$ cat src/rtl/mrrm_pkg.sv
// Shared constants, types and helper functions for the multi-range region matcher.
package mrrm_pkg;

	// Sizing
	localparam int REGIONS          = 64;
	localparam int CONTROLLER_SLOTS = 4;
	localparam int NDIMS            = 7 + CONTROLLER_SLOTS;
	localparam int NRUN             = 4 + CONTROLLER_SLOTS;
	localparam int REGION_W         = (REGIONS > 1) ? $clog2(REGIONS) : 1;
	localparam int CFG_SLOTS        = (CONTROLLER_SLOTS < 4) ? CONTROLLER_SLOTS : 4;
	localparam int BOUND_W          = 16;

	// Dimension numbering
	localparam int DIM_CHAN      = 0;
	localparam int DIM_KEY       = 1;
	localparam int DIM_VEL       = 2;
	localparam int DIM_FIRST_RUN = 3;
	localparam int DIM_SWITCH    = 6;
	localparam int RUN_FIRST_CC  = 4;

	// Request codes
	localparam logic [1:0] REQ_LOAD  = 2'd0;
	localparam logic [1:0] REQ_SET   = 2'd1;
	localparam logic [1:0] REQ_CTRL  = 2'd2;
	localparam logic [1:0] REQ_QUERY = 2'd3;

	// Configuration register indexes
	localparam logic [2:0] CFG_REGION_COUNT = 3'd0;
	localparam logic [2:0] CFG_SLOT_ZERO    = 3'd1;

	// Bound encodings
	localparam logic [7:0] HIGH_ANY  = 8'hFF;
	localparam logic [7:0] FULL_HIGH = 8'd127;
	localparam logic [7:0] FULL_LOW  = 8'd0;
	localparam logic [7:0] CHAN_LOW  = 8'd1;
	localparam logic [7:0] CHAN_HIGH = 8'd16;

	// Controller to datapath commands
	typedef struct packed {
		logic clear_step;
		logic load;
		logic set_run;
		logic ctrl_chg;
		logic scan_start;
		logic scan_step;
		logic finish;
	} cmd_t;

	// Datapath to controller status
	typedef struct packed {
		logic clr_last;
		logic scan_last;
		logic count_zero;
	} sts_t;

	// Reset bound pair {low, high} of one dimension
	function automatic logic [BOUND_W-1:0] bound_reset(input int d);
		logic [BOUND_W-1:0] r;
		if (d == DIM_CHAN) begin
			r = {CHAN_LOW, CHAN_HIGH};
		end else if (d == DIM_SWITCH) begin
			r = {HIGH_ANY, HIGH_ANY};
		end else begin
			r = {FULL_LOW, FULL_HIGH};
		end
		return r;
	endfunction

endpackage

$ cat src/rtl/mrrm_ctrl.sv
// Controller: clear sweep, item decode, region scan sequencing.
module mrrm_ctrl (
	input  logic           clk,
	input  logic           arst_n,
	input  logic           start,
	input  logic [1:0]     req_type,
	input  mrrm_pkg::sts_t sts,
	output mrrm_pkg::cmd_t cmd,
	output logic           busy
);

	localparam logic [2:0] ST_CLEAR  = 3'd0;
	localparam logic [2:0] ST_IDLE   = 3'd1;
	localparam logic [2:0] ST_SCAN   = 3'd2;
	localparam logic [2:0] ST_DRAIN  = 3'd3;
	localparam logic [2:0] ST_FINISH = 3'd4;

	logic [2:0] state_q;
	logic [2:0] state_d;

	always_comb begin
		state_d = state_q;
		cmd     = '0;
		unique case (state_q)
			ST_CLEAR: begin
				cmd.clear_step = 1'b1;
				if (sts.clr_last) begin
					state_d = ST_IDLE;
				end
			end
			ST_IDLE: begin
				if (start) begin
					unique case (req_type)
						mrrm_pkg::REQ_LOAD: cmd.load     = 1'b1;
						mrrm_pkg::REQ_SET:  cmd.set_run  = 1'b1;
						mrrm_pkg::REQ_CTRL: cmd.ctrl_chg = 1'b1;
						mrrm_pkg::REQ_QUERY: begin
							cmd.scan_start = 1'b1;
							state_d = sts.count_zero ? ST_FINISH : ST_SCAN;
						end
						default: ;
					endcase
				end
			end
			ST_SCAN: begin
				cmd.scan_step = 1'b1;
				if (sts.scan_last) begin
					state_d = ST_DRAIN;
				end
			end
			ST_DRAIN: begin
				state_d = ST_FINISH;
			end
			ST_FINISH: begin
				cmd.finish = 1'b1;
				state_d    = ST_IDLE;
			end
			default: begin
				state_d = ST_IDLE;
			end
		endcase
	end

	always_ff @(posedge clk or negedge arst_n) begin
		if (!arst_n) begin
			state_q <= ST_CLEAR;
		end else begin
			state_q <= state_d;
		end
	end

	assign busy = (state_q != ST_IDLE);

	// A query either scans or, with no regions, closes at once
	a_query_next: assert property (@(posedge clk) disable iff (!arst_n)
		cmd.scan_start |=> (state_q == ST_SCAN) || (state_q == ST_FINISH))
		else $error("query accept did not enter scan");

	// The read stage drains in the drain state, which follows the scan, before the closing beat
	a_drain_order: assert property (@(posedge clk) disable iff (!arst_n)
		state_q == ST_DRAIN |-> $past(state_q) == ST_SCAN)
		else $error("drain entered out of order");

endmodule

$ cat config.mk
export PLATFORM = sky130hd
export DESIGN_NAME = mrrm_ctrl
export DESIGN_NICKNAME = d
export VERILOG_FILES = /design/src/rtl/mrrm_pkg.sv /design/src/rtl/mrrm_ctrl.sv
export SDC_FILE = /design/constraint.sdc
export NUM_CORES = 1
export LEC_CHECK = 0
export BUFFER_PORTS_ARGS = -buffer_cell sky130_fd_sc_hd__buf_2
export CORE_AREA = 3 3 40 42
export DETAILED_ROUTE_END_ITERATION = 16
export DIE_AREA = 0 0 43 45
export MAX_ROUTING_LAYER = met4
export PLACE_DENSITY = 0.39
export SLEW_MARGIN = 10
export SYNTH_ARGS = -nofsm -noshare
export SYNTH_HDL_FRONTEND = slang
export SYNTH_SLANG_ARGS = --single-unit
$ cat constraint.sdc
create_clock -name clk -period 1.4 [get_ports clk]
set_clock_uncertainty 0.2 [all_clocks]
set_input_delay 0.14 -clock clk [delete_from_list [all_inputs] [get_ports clk]]
set_output_delay 0.14 -clock clk [all_outputs]
set_load 0.005 [all_outputs]
==> results of run 1 <==
## power by group
part	leakage, nW	internal, mW	switching [mW]	total (mW)
combinational	0.187	0.0923	0.0784	0.171
clock	0.0150	0.107	0.0460	0.153
sequential	0.0375	0.0956	0.00467	0.100
## cell families (layout without fill, tap and decap cells)
group / Yosys count / in the layout
and+or+nand+nor: 14 / 14
AOI/OAI and AO/OA: 3 / 3
DFF: 3 / 3
buffers and inverters: 3 / 30
## worst paths after layout
check                            from         end  slack, ns  cells after the start
max                        state_q[1]      cmd[4]      -0.38                      4
min                            sts[2]  state_q[0]       0.02                      3
max reg2reg                state_q[1]  state_q[1]      -0.08                      3
min reg2reg                state_q[2]  state_q[0]       0.45                      3
max in group asynchronous      arst_n  state_q[1]       0.86                      2
min in group asynchronous      arst_n  state_q[0]       0.03                      2
## layout make-up
type	instances	area, sq um
inverters	2	7.51
fillers	127	816
flip-flops and latches	3	75.1
repair buffers	24	158
clock buffers	4	26.3
well taps	15	18.8
multi-input cells	17	184
## metrics by stage
stage                     power [mW]  hold slack (ns)  TNS, ns
after floorplan                0.170           -0.356   -0.241
after global placement         0.213           -0.261   -0.581
after detailed placement       0.214           -0.264   -0.670
after CTS                      0.422           0.0137    -2.10
after global routing           0.450           0.0353    -2.48
final                          0.424           0.0182    -2.03
## synthesized netlist by cell type
| cell type | count | share of area |
|---|---|---|
| o311ai_1 | 1 | 0.037 |
| nor4b_2 | 1 | 0.063 |
| and3_1 | 1 | 0.026 |
| nand3b_1 | 1 | 0.032 |
| dfrtp_1 | 3 | 0.32 |
| a41o_1 | 1 | 0.042 |
| nor3_1 | 3 | 0.063 |
| buf_6 | 1 | 0.048 |
| nand2_1 | 1 | 0.016 |
| and4_1 | 1 | 0.037 |
| inv_1 | 2 | 0.032 |
| o31ai_2 | 1 | 0.053 |
| nor4bb_4 | 1 | 0.11 |
| nand3_1 | 1 | 0.021 |
| nor2_1 | 2 | 0.032 |
| or3b_1 | 2 | 0.074 |
## layer usage
layer / up-vias / wire length [microns]
li1: 143 / -
met1: 129 / 284
met2: 6 / 391
met3: 2 / 20
met4: 0 / 10
met5: - / 0
## worst max-delay path: cells and delay by family (launching register included)
family                 cells  cell delay [ns]
flip-flops                 1             0.37
buffers and inverters      2             0.30
AND/OR/NAND/NOR            2             0.53
## what timing repair did
item | in CTS | in global routing
hold buffers | 3 | 0
hold endpoints to repair | 5 | 0
buffers inserted | 2 | 2
pin swaps | 2 | 3
setup endpoints to repair | 9 | 9
resized for setup | 9 | 2
==> flow_summary.yaml, run 1 <==
die:
  top_level_ports: 16
  dieHeight_microns: 45
  core-area_sq_um: 1280
  die_w_microns: 43
  num_rows: 13
  floorplan.initialDensity: 0.184
  die_area_sq_um: 1940
route:
  drtIter0Drc: 3
  wl_microns: 706
  antenna_left: 0
  drc: 0
  drtPass1Iterations: 2
  wl_per_cell_microns: 10.9
  num_vias: 280
  avgViaCountPerCell: 4.31
clock_network:
  cts_buffer_depth: 2
  cts_tree: "done"
  cts-buffers-inserted: 3
  cts_root_buf: "clkbuf_4"
  insertion_delay_ns: 0.23
  clkTransAtPathRegs_ns: 0.04
  cts.sinks: 3
  htreeDepth: 1
synthesis:
  synthXorXnorAreaFrac: 0
  yosys_warnings: 0
  ys_types: 16
  synth_adder_area_share: 0
  synth_cells: 23
  ys_seq_area_frac: 0.317
  avgSynthCellArea_sq_um: 10.3
  ys_ff_latch: 3
  synth_compound_area_frac: 0.132
  syn_area_sq_um: 236
  synth_mux_area_frac: 0
  syn-num-nets: 31
  yosys.area_share.simple: 0.471
  synth_top_family_by_area: "simple AND/OR/NAND/NOR gates"
finish:
  reg_top3: "state_q: 3 flops"
  nNetsFinal: 59
  layout_commonest_cell: "buf_2"
  drive_above_1_share: 0.660
  design_area_sq_um: 469
  top_register: "state_q"
  area_growth_pct: 98.4
  largest_reg_flops: 3
  layout_common_cells: "buf_2, buf_4, clkbuf_4, dlygate4sd3_1, dfrtp_1"
  num_antenna_cells: 0
  fin_util: 0.365
  final_cells: 65
grt:
  grt_pass1_wl_mm: 1.17
  grt_use_met3: 0.0120
  grt_overflow: 0
  grt_max_degree: 7
  grtUsageMet2: 0.156
  grt_pass1_vias: 297
  grt_usage: 0.0860
  busiest_layer: "met2"
  met1_usage: 0.0801
  grt_antenna_before_repair: 0
sta:
  tightestPinTransition_ns: 0.249
  maxSlewViolCount: 0
  rsz0062_at_grt: "yes"
  fin_crit_ns: 1.78
  max_freq_mhz: 562
  final_hold_viol_count: 0
  setup_slack_ns: -0.379
  setup_viol_count_final: 9
  slew_headroom: 0.832
  period_share: 1.27
place:
  hpwl_microns: 525
  port_buffers: 15
  place_ws_ns: -0.233
  place_congestion: 0.648
  dp.cells: 55
  placedInstanceArea_sq_um: 342
outcome:
  violations: "setup timing"
  status: "complete, but fails checks"
worst_setup_path:
  cp-start-kind: "flip-flop"
  crit_fanout: 4
  cp.required_ns: 1.06
  crit_chain: "or3b_4 -> buf_4 -> nor3_4 -> buf_2"
  path_class: "reg2out"
  arrival_ns: 1.44
  slowest_stage: "or3b_4"
  cp-end-kind: "output port"
  crit_path_max_incr_delay_ns: 0.43
hold_path:
  hp-class: "in2reg"
power_and_ir_drop:
  p_per_area_nw_per_um2: 904
  irDropWorstVdd_mv: 0.292
  leakagePower_nw: 0.239
job:
  cap_violations: 0
No activity file was read; power rests on OpenSTA's default activity.
==> run 2: changes to the inputs <==
--- a/config.mk
+++ b/config.mk
@@ -5,12 +5,13 @@
 export SDC_FILE = /design/constraint.sdc
 export NUM_CORES = 1
 export LEC_CHECK = 0
+export ABC_AREA = 1
 export BUFFER_PORTS_ARGS = -buffer_cell sky130_fd_sc_hd__buf_2
 export CORE_AREA = 3 3 40 42
 export DETAILED_ROUTE_END_ITERATION = 16
 export DIE_AREA = 0 0 43 45
 export MAX_ROUTING_LAYER = met4
-export PLACE_DENSITY = 0.39
+export PLACE_DENSITY = 0.41
 export SLEW_MARGIN = 10
 export SYNTH_ARGS = -nofsm -noshare
 export SYNTH_HDL_FRONTEND = slang
==> flow_summary.yaml, run 2 <==
route:
  avgViaCountPerCell: 4.20
  antenna_left: 0
  drtIter0Drc: 2
  drc: 0
  wl_microns: 836
  num_vias: 340
  drtPass1Iterations: 2
  wl_per_cell_microns: 10.3
finish:
  design_area_sq_um: 482
  final_cells: 81
  drive_above_1_share: 0.667
  top_register: "state_q"
  layout_common_cells: "buf_2, buf_4, inv_1, nand2_1"
  fin_util: 0.375
  area_growth_pct: 86.0
  nNetsFinal: 75
  reg_top3: "state_q: 3 flops"
  num_antenna_cells: 0
  largest_reg_flops: 3
  layout_commonest_cell: "buf_2"
grt:
  grt_pass1_wl_mm: 1.23
  grt_overflow: 0
  grt_usage: 0.0876
  grt_pass1_vias: 308
  grt_max_degree: 6
  grt_antenna_before_repair: 0
place:
  dp.cells: 68
  port_buffers: 15
  place_congestion: 0.668
  placedInstanceArea_sq_um: 353
  hpwl_microns: 525
worst_setup_path:
  r2r-start: "state_q[0]"
  crit_fanout: 4
  cp.required_ns: 1.06
  cp-start-kind: "flip-flop"
  path_class: "reg2out"
  crit_path_start: "state_q[2]"
  cp-end-kind: "output port"
  arrival_ns: 1.17
clock_network:
  htreeDepth: 1
  clkTransAtPathRegs_ns: 0.04
  cts-buffers-inserted: 3
  cts_tree: "done"
  cts_buffer_depth: 2
  cts_root_buf: "clkbuf_4"
  insertion_delay_ns: 0.24
  cts.sinks: 3
die:
  num_rows: 13
  top_level_ports: 16
  die_w_microns: 43
  die_area_sq_um: 1940
  core-area_sq_um: 1280
  dieHeight_microns: 45
  floorplan.initialDensity: 0.202
synthesis:
  ys_ff_latch: 3
  synthXorXnorAreaFrac: 0
  synth_area_leaders: "dfrtp_1, inv_1, nand2_1"
  avgSynthCellArea_sq_um: 6.82
  async_flop_share: 1.00
  yosys_warnings: 0
  synth-edff-count: 0
  synth_top_area_share: 0.290
  yosys.area_share.simple: 0.507
  ys_seq_area_frac: 0.290
  synth_adder_area_share: 0
  synth_top_family_by_area: "simple AND/OR/NAND/NOR gates"
  syn_area_sq_um: 259
  syn-num-nets: 46
  synth_compound_area_frac: 0.0725
  synth_common_cells: "inv_1, nand2_1, nor2_1"
  synth_cells: 38
  yosysTopAreaCell: "dfrtp_1"
  yosysMostFrequentCell: "inv_1"
  synth-main-ff-cell: "dfrtp_1"
  ys_types: 16
  synth_mux_area_frac: 0
hold_path:
  worstHoldStart: "sts[0]"
  hp-class: "in2reg"
sta:
  slew_headroom: 0.879
  tightestPinTransition_ns: 0.180
  maxSlewViolCount: 0
  setup_slack_ns: -0.108
  fin_crit_ns: 1.51
  period_share: 1.08
  rsz0062_at_grt: "yes"
  final_hold_viol_count: 0
  setup_viol_count_final: 7
  timing.hold.ws_ns: 0.00198
  max_freq_mhz: 663
power_and_ir_drop:
  irDropWorstVdd_mv: 0.706
  leakagePower_nw: 0.270
  p_per_area_nw_per_um2: 2310
job:
  cap_violations: 0
outcome:
  status: "complete, but fails checks"
  violations: "setup timing"
-- run 2: path summary, 6_finish.rpt --
path | to | slack, ns | cells past startpoint
worst max-delay path | cmd[4] | -0.11 | 4
worst min-delay path | state_q[1] | 0.002 | 4
worst max register to register | state_q[1] | 0 | 8
worst min register to register | state_q[2] | 0.49 | 2
max in group asynchronous | state_q[1] | 0.85 | 2
min in group asynchronous | state_q[2] | 0.03 | 2
-- run 2: layout make-up --
type	count	area [sq um]
fillers	138	803
multi-input cells	26	175
repair buffers	24	149
flip-flops and latches	3	76.3
inverters	9	36.3
clock buffers	4	26.3
well taps	15	18.8
-- run 2: cell families after synthesis --
kind of cell           Yosys count
and+or+nand+nor                 23
buffers and inverters            9
DFF                              3
AOI/OAI and AO/OA                3
-- run 2: critical path: stages, from the launching register on --
cell	delay, ns
dfrtp_1	0.40
nor2_4	0.16
nand2_2	0.10
nor4_2	0.13
buf_2	0.15
-- run 2: what timing repair did --
item | CTS | global route
hold endpoints to repair | 3 | 0
pin swaps | 3 | 2
setup buffers | 6 | 2
resized for setup | 1 | 10
hold buffers | 1 | 0
setup endpoints to repair | 7 | 10
-- run 2: power by group --
| group | internal [mW] | total, mW | switching, mW |
|---|---|---|---|
| Combinational | 0.376 | 0.767 | 0.391 |
| Clock | 0.107 | 0.157 | 0.0498 |
| Sequential | 0.133 | 0.190 | 0.0563 |
| Total | 0.616 | 1.11 | 0.497 |
-- run 2: metal layers --
metal,vias to the layer above,part of all wire,GRT usage
li1,177,-,-
met1,153,0.35,0.0918
met2,8,0.56,0.144
met3,2,0.057,0.0518
met4,0,0.028,0.0181
met5,-,0,-
-- run 2: stage by stage --
step / setup WS [ns] / setup TNS (ns) / power (mW)
3_5_place_dp: 0.0832 / 0 / 0.672
6_report: -0.108 / -0.392 / 1.11
3_3_place_gp: 0.0787 / 0 / 0.685
2_1_floorplan: 0.209 / 0 / 0.532
4_1_cts: -0.129 / -0.618 / 0.983
5_1_grt: -0.211 / -1.08 / 1.22
